[src/rtl/csv_field_tokenizer_macros.svh]
// Assertion helpers for the tokenizer RTL.
`ifndef CSV_FIELD_TOKENIZER_MACROS_SVH
`define CSV_FIELD_TOKENIZER_MACROS_SVH

// Same-cycle implication, disabled while reset is asserted.
`define CFT_ASSERT_NOW(label, clk, rst_n, ante, cons) \
	label: assert property (@(posedge clk) disable iff (!rst_n) (ante) |-> (cons)) \
		else $error("cft assertion failed");

// Next-cycle implication, disabled while reset is asserted.
`define CFT_ASSERT_NEXT(label, clk, rst_n, ante, cons) \
	label: assert property (@(posedge clk) disable iff (!rst_n) (ante) |=> (cons)) \
		else $error("cft assertion failed");

`endif

[src/rtl/cft_pkg.sv]
`default_nettype none

package cft_pkg;

	localparam int BYTE_W      = 8;
	localparam int COL_W       = 8;
	localparam int HDR_W       = 9;
	localparam int ROW_W       = 24;
	localparam int CFG_INDEX_W = 8;

	// Configuration register indexes
	localparam logic [CFG_INDEX_W-1:0] REG_DELIMITER  = 8'd0;
	localparam logic [CFG_INDEX_W-1:0] REG_QUOTE_CHAR = 8'd1;

	localparam logic [BYTE_W-1:0] DEFAULT_DELIMITER = 8'd44; // ','
	localparam logic [BYTE_W-1:0] DEFAULT_QUOTE     = 8'd34; // '"'
	localparam logic [BYTE_W-1:0] CHAR_LF           = 8'd10;
	localparam logic [BYTE_W-1:0] CHAR_CR           = 8'd13;

	localparam int QUEUE_DEPTH = 2;
	localparam int QPTR_W      = 1;
	localparam int QCNT_W      = 2;

	// Classified byte, as handed from the front to the back
	typedef struct packed {
		logic [BYTE_W-1:0] data;
		logic              last;
		logic              is_quote;
		logic              is_delim;
		logic              is_lf;
		logic              is_cr;
	} cft_tok_t;

	typedef struct packed {
		logic     valid;
		cft_tok_t tok;
	} cft_slot_t;

endpackage

`default_nettype wire

[src/rtl/cft_ifs.sv]
`default_nettype none

interface cft_in_if;
	logic                     valid;
	logic                     ready;
	logic [cft_pkg::BYTE_W-1:0] in_byte;
	logic                     in_last;

	modport source (output valid, in_byte, in_last, input ready);
	modport sink   (input valid, in_byte, in_last, output ready);
endinterface

interface cft_out_if;
	logic                       valid;
	logic                       ready;
	logic [cft_pkg::BYTE_W-1:0] out_byte;
	logic                       has_byte;
	logic                       field_end;
	logic                       row_end;
	logic [cft_pkg::COL_W-1:0]  column_index;
	logic [cft_pkg::ROW_W-1:0]  row_index;
	logic                       extra_field;
	logic [cft_pkg::HDR_W-1:0]  header_columns;

	modport source (output valid, out_byte, has_byte, field_end, row_end, column_index,
		row_index, extra_field, header_columns, input ready);
	modport sink   (input valid, out_byte, has_byte, field_end, row_end, column_index,
		row_index, extra_field, header_columns, output ready);
endinterface

interface cft_cfg_if;
	logic                            valid;
	logic                            ready;
	logic [cft_pkg::CFG_INDEX_W-1:0] index;
	logic [cft_pkg::BYTE_W-1:0]      data;

	modport source (output valid, index, data, input ready);
	modport sink   (input valid, index, data, output ready);
endinterface

`default_nettype wire

[src/rtl/csv_field_tokenizer.sv]
// Channel   Direction  Payload                                   Transaction when
// text      in         in_byte, in_last                          text.valid && text.ready
// cfg       in         index, data (0 delimiter, 1 quote_char)   cfg.valid && cfg.ready
// tokens    out        out_byte .. header_columns                tokens.valid && tokens.ready
//
// One byte per cycle while tokens is not stalled; a byte that makes a result is
// written to the queue and then to the output register before it shows on tokens.
// The front classifies bytes against the delimiter, quote, LF and CR; a two-entry queue
// separates it from the back, which holds quote parity and the counters.
// Reset clears all control state and restores delimiter ',' and quote '"'.
// A stall on tokens backs up the queue; text.ready drops only when it is full.
// cfg.ready is always high; write configuration only while no byte is in flight.
`default_nettype none

module csv_field_tokenizer #(
	parameter int MAX_COLUMNS    = 256,
	parameter int ROW_INDEX_BITS = 24
) (
	input  wire logic clk,
	input  wire logic arst_n,
	cft_in_if.sink    text,
	cft_cfg_if.sink   cfg,
	cft_out_if.source tokens
);

	// Push side of the queue and the slot at its head
	cft_pkg::cft_slot_t push;
	cft_pkg::cft_slot_t head;
	logic               full;
	logic               pop;

	// Classify each byte and hold the configuration registers
	cft_front u_front (
		.clk    (clk),
		.arst_n (arst_n),
		.text   (text),
		.cfg    (cfg),
		.push   (push),
		.full   (full)
	);

	// Decouple classification from parsing so each side can stall on its own
	cft_queue u_queue (
		.clk    (clk),
		.arst_n (arst_n),
		.push   (push),
		.full   (full),
		.head   (head),
		.pop    (pop)
	);

	// Track quote parity, columns and rows; drive the result register
	cft_back #(
		.MAX_COLUMNS    (MAX_COLUMNS),
		.ROW_INDEX_BITS (ROW_INDEX_BITS)
	) u_back (
		.clk    (clk),
		.arst_n (arst_n),
		.head   (head),
		.pop    (pop),
		.tokens (tokens)
	);

endmodule

`default_nettype wire

[src/rtl/cft_front.sv]
`default_nettype none

module cft_front (
	input  wire logic          clk,
	input  wire logic          arst_n,
	cft_in_if.sink             text,
	cft_cfg_if.sink            cfg,
	output cft_pkg::cft_slot_t push,
	input  wire logic          full
);

	logic [cft_pkg::BYTE_W-1:0] delim_q;
	logic [cft_pkg::BYTE_W-1:0] quote_q;
	logic [cft_pkg::BYTE_W-1:0] delim_eff;
	logic [cft_pkg::BYTE_W-1:0] quote_eff;

	assign cfg.ready = 1'b1;

	always_ff @(posedge clk or negedge arst_n) begin
		if (!arst_n) begin
			delim_q <= cft_pkg::DEFAULT_DELIMITER;
			quote_q <= cft_pkg::DEFAULT_QUOTE;
		end else if (cfg.valid) begin
			if (cfg.index == cft_pkg::REG_DELIMITER) begin
				delim_q <= cfg.data;
			end
			if (cfg.index == cft_pkg::REG_QUOTE_CHAR) begin
				quote_q <= cfg.data;
			end
		end
	end

	// A zero register value falls back to the default character
	assign delim_eff = (delim_q == '0) ? cft_pkg::DEFAULT_DELIMITER : delim_q;
	assign quote_eff = (quote_q == '0) ? cft_pkg::DEFAULT_QUOTE : quote_q;

	assign text.ready = !full;

	always_comb begin
		push.valid        = text.valid && !full;
		push.tok.data     = text.in_byte;
		push.tok.last     = text.in_last;
		push.tok.is_quote = (text.in_byte == quote_eff);
		push.tok.is_delim = (text.in_byte == delim_eff);
		push.tok.is_lf    = (text.in_byte == cft_pkg::CHAR_LF);
		push.tok.is_cr    = (text.in_byte == cft_pkg::CHAR_CR);
	end

endmodule

`default_nettype wire

[src/rtl/cft_queue.sv]
`default_nettype none

module cft_queue (
	input  wire logic               clk,
	input  wire logic               arst_n,
	input  wire cft_pkg::cft_slot_t push,
	output logic                    full,
	output cft_pkg::cft_slot_t      head,
	input  wire logic               pop
);

	cft_pkg::cft_tok_t           mem [cft_pkg::QUEUE_DEPTH];
	logic [cft_pkg::QPTR_W-1:0]  wr_ptr_q;
	logic [cft_pkg::QPTR_W-1:0]  rd_ptr_q;
	logic [cft_pkg::QCNT_W-1:0]  count_q;
	logic                        do_push;
	logic                        do_pop;

	assign full       = (count_q == cft_pkg::QCNT_W'(cft_pkg::QUEUE_DEPTH));
	assign head.valid = (count_q != '0);
	assign head.tok   = mem[rd_ptr_q];
	assign do_push    = push.valid && !full;
	assign do_pop     = pop && head.valid;

	always_ff @(posedge clk) begin
		if (do_push) begin
			mem[wr_ptr_q] <= push.tok;
		end
	end

	always_ff @(posedge clk or negedge arst_n) begin
		if (!arst_n) begin
			wr_ptr_q <= '0;
			rd_ptr_q <= '0;
			count_q  <= '0;
		end else begin
			if (do_push) begin
				wr_ptr_q <= wr_ptr_q + 1'b1;
			end
			if (do_pop) begin
				rd_ptr_q <= rd_ptr_q + 1'b1;
			end
			case ({do_push, do_pop})
				2'b10:   count_q <= count_q + 1'b1;
				2'b01:   count_q <= count_q - 1'b1;
				default: count_q <= count_q;
			endcase
		end
	end

endmodule

`default_nettype wire

[src/rtl/cft_back.sv]
`default_nettype none
`include "csv_field_tokenizer_macros.svh"

module cft_back #(
	parameter int MAX_COLUMNS    = 256,
	parameter int ROW_INDEX_BITS = 24
) (
	input  wire logic               clk,
	input  wire logic               arst_n,
	input  wire cft_pkg::cft_slot_t head,
	output logic                    pop,
	cft_out_if.source               tokens
);

	localparam int COL_SAT = (MAX_COLUMNS - 1 < 255) ? MAX_COLUMNS - 1 : 255;
	localparam int RW      = (ROW_INDEX_BITS < cft_pkg::ROW_W) ? ROW_INDEX_BITS
		: cft_pkg::ROW_W;

	// Parser state
	logic                        iq_q;
	logic                        pwq_q;
	logic                        fo_q;
	logic                        frd_q;
	logic [cft_pkg::COL_W-1:0]   col_q;
	logic [RW-1:0]               row_q;
	logic [cft_pkg::HDR_W-1:0]   hdr_q;

	// Output register
	logic                        ovalid_q;
	logic [cft_pkg::BYTE_W-1:0]  obyte_q;
	logic                        ohas_q;
	logic                        ofend_q;
	logic                        orend_q;
	logic [cft_pkg::COL_W-1:0]   ocol_q;
	logic [RW-1:0]               orow_q;
	logic                        oextra_q;
	logic [cft_pkg::HDR_W-1:0]   ohdr_q;

	logic                        has;
	logic                        fend;
	logic                        rend;
	logic [cft_pkg::BYTE_W-1:0]  res_byte;
	logic                        iq_d;
	logic                        pwq_d;
	logic                        fo_d;
	logic                        emit;
	logic                        extra;
	cft_pkg::cft_tok_t           t;

	assign t     = head.tok;
	assign pop   = head.valid && (!ovalid_q || tokens.ready);
	assign extra = frd_q && ({1'b0, col_q} >= hdr_q);

	always_comb begin
		has      = 1'b0;
		fend     = 1'b0;
		rend     = 1'b0;
		res_byte = '0;
		iq_d     = iq_q;
		pwq_d    = pwq_q;
		fo_d     = fo_q;
		if (t.is_quote) begin
			if (pwq_q) begin
				has      = 1'b1;
				res_byte = t.data;
				iq_d     = 1'b1;
				pwq_d    = 1'b0;
			end else begin
				pwq_d = iq_q;
				iq_d  = !iq_q;
			end
			fo_d = 1'b1;
		end else begin
			pwq_d = 1'b0;
			if (!iq_q && t.is_delim) begin
				fend = 1'b1;
			end else if (!iq_q && t.is_lf) begin
				fend = 1'b1;
				rend = 1'b1;
			end else if (!iq_q && t.is_cr) begin
				fend = 1'b0;
			end else begin
				has      = 1'b1;
				res_byte = t.data;
				fo_d     = 1'b1;
			end
		end
		// Last byte closes whatever field is open
		if (t.last && !rend && (fend || fo_d)) begin
			fend = 1'b1;
			rend = 1'b1;
		end
		if (rend) begin
			fo_d = 1'b0;
		end else if (fend) begin
			fo_d = 1'b1;
		end
		if (t.last) begin
			iq_d  = 1'b0;
			pwq_d = 1'b0;
			fo_d  = 1'b0;
		end
		emit = has || fend;
	end

	always_ff @(posedge clk or negedge arst_n) begin
		if (!arst_n) begin
			iq_q  <= 1'b0;
			pwq_q <= 1'b0;
			fo_q  <= 1'b0;
			frd_q <= 1'b0;
			col_q <= '0;
			row_q <= '0;
			hdr_q <= '0;
		end else if (pop) begin
			iq_q  <= iq_d;
			pwq_q <= pwq_d;
			fo_q  <= fo_d;
			if (rend) begin
				if (!frd_q) begin
					hdr_q <= {1'b0, col_q} + 1'b1;
					frd_q <= 1'b1;
				end
				col_q <= '0;
				if (row_q != '1) begin
					row_q <= row_q + 1'b1;
				end
			end else if (fend) begin
				if (col_q < cft_pkg::COL_W'(COL_SAT)) begin
					col_q <= col_q + 1'b1;
				end
			end
		end
	end

	always_ff @(posedge clk or negedge arst_n) begin
		if (!arst_n) begin
			ovalid_q <= 1'b0;
		end else if (pop && emit) begin
			ovalid_q <= 1'b1;
		end else if (tokens.ready) begin
			ovalid_q <= 1'b0;
		end
	end

	always_ff @(posedge clk) begin
		if (pop && emit) begin
			obyte_q  <= res_byte;
			ohas_q   <= has;
			ofend_q  <= fend;
			orend_q  <= rend;
			ocol_q   <= col_q;
			orow_q   <= row_q;
			oextra_q <= extra;
			ohdr_q   <= hdr_q;
		end
	end

	assign tokens.valid          = ovalid_q;
	assign tokens.out_byte       = obyte_q;
	assign tokens.has_byte       = ohas_q;
	assign tokens.field_end      = ofend_q;
	assign tokens.row_end        = orend_q;
	assign tokens.column_index   = ocol_q;
	assign tokens.row_index      = cft_pkg::ROW_W'(orow_q);
	assign tokens.extra_field    = oextra_q;
	assign tokens.header_columns = ohdr_q;

	`CFT_ASSERT_NOW(a_pwq_outside, clk, arst_n, pwq_q, !iq_q)
	`CFT_ASSERT_NOW(a_hdr_learned, clk, arst_n, frd_q, hdr_q != '0)
	`CFT_ASSERT_NOW(a_hdr_unknown, clk, arst_n, !frd_q, hdr_q == '0)
	`CFT_ASSERT_NEXT(a_last_clears, clk, arst_n, pop && t.last, !iq_q && !pwq_q && !fo_q)

endmodule

`default_nettype wire
[src/flat_wrapper.sv]
// flat-port wrapper written by rule: the top's interface ports become plain ports
module csv_field_tokenizer_flat 
#(
	parameter int MAX_COLUMNS    = 256,
	parameter int ROW_INDEX_BITS = 24
)
  (clk, arst_n, text_valid, text_in_byte, text_in_last, text_ready, cfg_valid, cfg_index, cfg_data, cfg_ready, tokens_valid, tokens_out_byte, tokens_has_byte, tokens_field_end, tokens_row_end, tokens_column_index, tokens_row_index, tokens_extra_field, tokens_header_columns, tokens_ready);
  cft_in_if text_i ();
  cft_cfg_if cfg_i ();
  cft_out_if tokens_i ();
  input  wire logic clk;
  input  wire logic arst_n;
  input wire logic [$bits(text_i.valid)-1:0] text_valid;
  input wire logic [$bits(text_i.in_byte)-1:0] text_in_byte;
  input wire logic [$bits(text_i.in_last)-1:0] text_in_last;
  output wire logic [$bits(text_i.ready)-1:0] text_ready;
  input wire logic [$bits(cfg_i.valid)-1:0] cfg_valid;
  input wire logic [$bits(cfg_i.index)-1:0] cfg_index;
  input wire logic [$bits(cfg_i.data)-1:0] cfg_data;
  output wire logic [$bits(cfg_i.ready)-1:0] cfg_ready;
  output wire logic [$bits(tokens_i.valid)-1:0] tokens_valid;
  output wire logic [$bits(tokens_i.out_byte)-1:0] tokens_out_byte;
  output wire logic [$bits(tokens_i.has_byte)-1:0] tokens_has_byte;
  output wire logic [$bits(tokens_i.field_end)-1:0] tokens_field_end;
  output wire logic [$bits(tokens_i.row_end)-1:0] tokens_row_end;
  output wire logic [$bits(tokens_i.column_index)-1:0] tokens_column_index;
  output wire logic [$bits(tokens_i.row_index)-1:0] tokens_row_index;
  output wire logic [$bits(tokens_i.extra_field)-1:0] tokens_extra_field;
  output wire logic [$bits(tokens_i.header_columns)-1:0] tokens_header_columns;
  input wire logic [$bits(tokens_i.ready)-1:0] tokens_ready;
  assign text_i.valid = text_valid;
  assign text_i.in_byte = text_in_byte;
  assign text_i.in_last = text_in_last;
  assign text_ready = text_i.ready;
  assign cfg_i.valid = cfg_valid;
  assign cfg_i.index = cfg_index;
  assign cfg_i.data = cfg_data;
  assign cfg_ready = cfg_i.ready;
  assign tokens_valid = tokens_i.valid;
  assign tokens_out_byte = tokens_i.out_byte;
  assign tokens_has_byte = tokens_i.has_byte;
  assign tokens_field_end = tokens_i.field_end;
  assign tokens_row_end = tokens_i.row_end;
  assign tokens_column_index = tokens_i.column_index;
  assign tokens_row_index = tokens_i.row_index;
  assign tokens_extra_field = tokens_i.extra_field;
  assign tokens_header_columns = tokens_i.header_columns;
  assign tokens_i.ready = tokens_ready;
  csv_field_tokenizer #(.MAX_COLUMNS(MAX_COLUMNS), .ROW_INDEX_BITS(ROW_INDEX_BITS)) u_core (.clk(clk), .arst_n(arst_n), .text(text_i), .cfg(cfg_i), .tokens(tokens_i));
endmodule
[config.mk]
export PLATFORM = sky130hd
export DESIGN_NAME = csv_field_tokenizer_flat
export DESIGN_NICKNAME = d
export VERILOG_FILES = /design/src/rtl/cft_pkg.sv /design/src/rtl/cft_ifs.sv /design/src/rtl/csv_field_tokenizer.sv /design/src/rtl/cft_front.sv /design/src/rtl/cft_queue.sv /design/src/rtl/cft_back.sv /design/src/flat_wrapper.sv
export VERILOG_INCLUDE_DIRS = /design/src /design/src/rtl
export SDC_FILE = /design/constraint.sdc
export NUM_CORES = 1
export LEC_CHECK = 0
export ABC_AREA = 1
export BUFFER_PORTS_ARGS = -buffer_cell sky130_fd_sc_hd__buf_4
export CAP_MARGIN = 20
export CORE_MARGIN = 5
export CORE_UTILIZATION = 62
export DETAILED_ROUTE_END_ITERATION = 8
export HOLD_SLACK_MARGIN = 0.15
export MAX_ROUTING_LAYER = met4
export PLACE_DENSITY = 0.85
export REMOVE_ABC_BUFFERS = 1
export SYNTH_ARGS = -nofsm -noshare
export SYNTH_HDL_FRONTEND = slang
export SYNTH_SLANG_ARGS = --single-unit
[constraint.sdc]
create_clock -name clk -period 13.1 [get_ports clk]
set_input_delay 0.655 -clock clk [delete_from_list [all_inputs] [get_ports clk]]
set_output_delay 0.655 -clock clk [all_outputs]
set_load 0.005 [all_outputs]
==> results.toml <==
[cts]
hold_buffers = 0
cts_buffer_depth = 2
cts_tree = "built"
cts_resized = 0
cts_sinks = 145
cts_setup_buffers = 0
cts_buffers = 17
clk_pin_slew_ps = 60
clock-root-buffer = "clkbuf_8"
htree_levels = 4
worstSkewPairLatency_ps = 530

[cells_and_area]
most-common-layout-cells = "nand2_1 (157), buf_4 (88), edfxtp_1 (79)"
final_common_cell = "nand2_1"
final_cells = 907
n_antenna_cell = 0
layout-drive-gt1-share_pct = 22.3
nNetsFinal = 795
num-fill-cells = 690
areaGrowthSynthToFinish_pct = 21.3

[routing]
routed_wl_um = 15100
routed_via_density = 5.64
dr_wl_met2_um = 7790
highest-signal-layer = "met4"
drt_iter0_drc = 457
ant_nets = 0
wire_per_inst_um = 16.6
route.met3.wl_um = 1020
m1WireLength_um = 5830
vias = 5119
firstDrtPassIters = 6
drc = 0

[synthesis]
async_reset_ff_share_pct = 45.5
synth_top_area_share_pct = 35.5
ys.flop_type = "edfxtp_1"
yosys_warnings = 0
ys_ff_latch = 145
avgSynthCellArea_um2 = 10.1
ys_seq_area_share_pct = 60.3
synth_top_area_cell = "edfxtp_1"
syn_inst = 659
synth_edf_count = 79
synthTopCellsByArea = "edfxtp_1 (36%), dfrtp_1 (23%), nand2_1 (8.8%)"
yosysUniqueCellTypes = 35
synth_area_mm2 = 0.00668

[die]
pin_count = 86
rows = 38
die_h_um = 114
coreArea_mm2 = 0.0107
initial_core_util_pct = 62.5
die_area_mm2 = 0.0130
fp.dieW_um = 114

[worst_setup_path]
path_class = "register to register"
cp_cell_sequence = "inv_2, nand2_1, nand2_1, nand2_1, nand2_1, nand2_1, nand2_2, nand2_4, nand2_1, nand2_1, o21ai_4, buf_4"
cp_max_fo = 46
cp-startpoint = "u_core.u_queue.rd_ptr_q$_DFFE_PN0P_"
worst_path_max_delay_cell = "dfrtp_1"
cp.arrival_ps = 3090
start_kind = "register"
r2r-start = "u_core.u_queue.rd_ptr_q$_DFFE_PN0P_"
cp.required_ps = 13270
end_kind = "register"
slowest_delay_ps = 570
crit_top_cell = "nand2_1"

[global_route]
grt_max_degree = 67
grtUsageTotal_pct = 25.3
grt_pass1_wl_um = 24900
antenna_found_initial = 0
grt_pass1_vias = 5030
grt_overflow_total = 0

[timing]
fmax_mhz = 342
slew_headroom_pct = 39.9
post-route-period-util_pct = 22.3
finalSetupViolations = 0
rsz0062_at_grt = "false"
finClkSkew_ps = 8.18
layout_min_cycle_time_ps = 2920
fin_ws_ps = 10180
drv_slew = 0
finalSetupTns_ps = 0
final_hold_viol_count = 0
worst_slew_pin_slew_ps = 902

[pwr]
power_frac_comb_pct = 29.9
clkPwrFrac_pct = 29.4
powerDensity_mw_per_mm2 = 223
power_leakage_uw = 0.00340
switching_share_pct = 32.4
p_sw_uw = 585
power.total_uw = 1810
pwr-share-seq_pct = 40.6
internal_power_uw = 1220
peakVddDrop_mv = 0.120

[placement]
place_ws_ps = 10080
dpl.hpwl_um = 9640
io_buffers = 84
place_congestion = 0.884
placedCellCount = 872

[run_status]
run_status = "finished clean"

[run]
maxCapViolCount = 0

[worst_hold_path]
min_path_type = "input port to asynchronous set/reset pin"
[stage by stage]
step | area, um2 | hold slack (ps) | utilization (%)
after global routing | 8110 | 293 | 75.8
after global placement | 7410 | 462 | 69.3
after detailed placement | 7410 | 477 | 69.3
after CTS | 8060 | 256 | 75.4
after floorplan | 6580 | 359 | -
final | 8110 | 228 | 75.8
[worst max-delay path, delay by kind of cell, from the launching register on]
kind	cells	cell delay (ps)
flip-flops	1	570
buffers and inverters	2	840
AO/OA/AOI/OAI	1	160
AND/OR/NAND/NOR	9	950
[Yosys cell counts (4+ instances only)]
cell type	number
dfrtp_1	61
o21ai_0	27
nand4_1	11
nand2_1	157
inv_1	74
edfxtp_1	79
xnor2_1	17
buf_6	5
dfstp_2	5
nor3_1	11
nand3_1	26
ha_1	11
buf_4	4
nand3b_1	4
nand3_2	6
nor2_1	56
o21ai_2	20
nand2_2	11
o22ai_1	5
o21ai_1	12
xor2_1	18
a21oi_1	17
[area by class of cell]
type                       count  area, um2  area share [%]
sequential                   145       4030            49.7
clock inverter                 9        175            2.16
clock buffer                  23        478            5.90
inverter                      77        289            3.57
multi-input combinational    424       2270            28.0
timing repair buffer          89        688            8.49
tap                          140        175            2.16
[path summary, 6_finish.rpt]
check	slack (ps)	end	depth (start not counted)
worst max-delay path	10180	u_core.u_back.tokens.row_index[2]$_DFFE_PP_	12
worst min-delay path	230	u_core.u_back.hdr_q[0]$_DFFE_PN0P_	1
worst max register to register	10180	u_core.u_back.tokens.row_index[2]$_DFFE_PP_	12
worst min register to register	490	u_core.u_back.tokens.header_columns[7]$_DFFE_PP_	0
max in group asynchronous	12330	u_core.u_front.quote_q[2]$_DFFE_PN0P_	1
min in group clk	310	u_core.u_queue.mem[1][4]$_DFFE_PP_	1
[logic make-up (layout without fill, tap and decap cells)]
kind of cell	Yosys count	count (layout)	share of synthesized area [%]
adders and majority gates	11	11	2.06
DFF	145	145	60.3
other	1	1	0.0561
AOI/OAI and AO/OA	84	84	7.66
xor gates and xnor gates	35	35	4.59
buffers and inverters	90	198	5.86
muxes	1	1	0.150
and+or+nand+nor	292	292	19.3
[registers in the layout, summed over array words and instances (netlist names), 2 cells and up]
name,flops
u_core.u_queue.count_q,2
u_core.u_back.hdr_q,9
u_core.u_back.tokens.column_index,8
u_core.u_back.tokens.row_index,24
u_core.u_back.tokens.out_byte,8
u_core.u_queue.mem,26
u_core.u_front.delim_q,8
u_core.u_back.row_q,24
u_core.u_back.col_q,8
u_core.u_back.tokens.header_columns,9
u_core.u_front.quote_q,8
[layer usage]
metal,up-vias,GRT usage (%)
met5,-,-
li1,2373,-
met1,2426,31.0
met3,54,4.93
met2,266,42.5
met4,0,8.39
[power by group through the flow]
stage / Clock [uW] / Sequential [uW] / Combinational [uW]
6_report: 532 / 735 / 541
5_1_grt: 561 / 747 / 591
4_1_cts: 534 / 735 / 526
3_5_place_dp: 0 / 740 / 516
3_3_place_gp: 0 / 736 / 489
2_1_floorplan: 0 / 759 / 268
(Power assumes the default switching activity.)
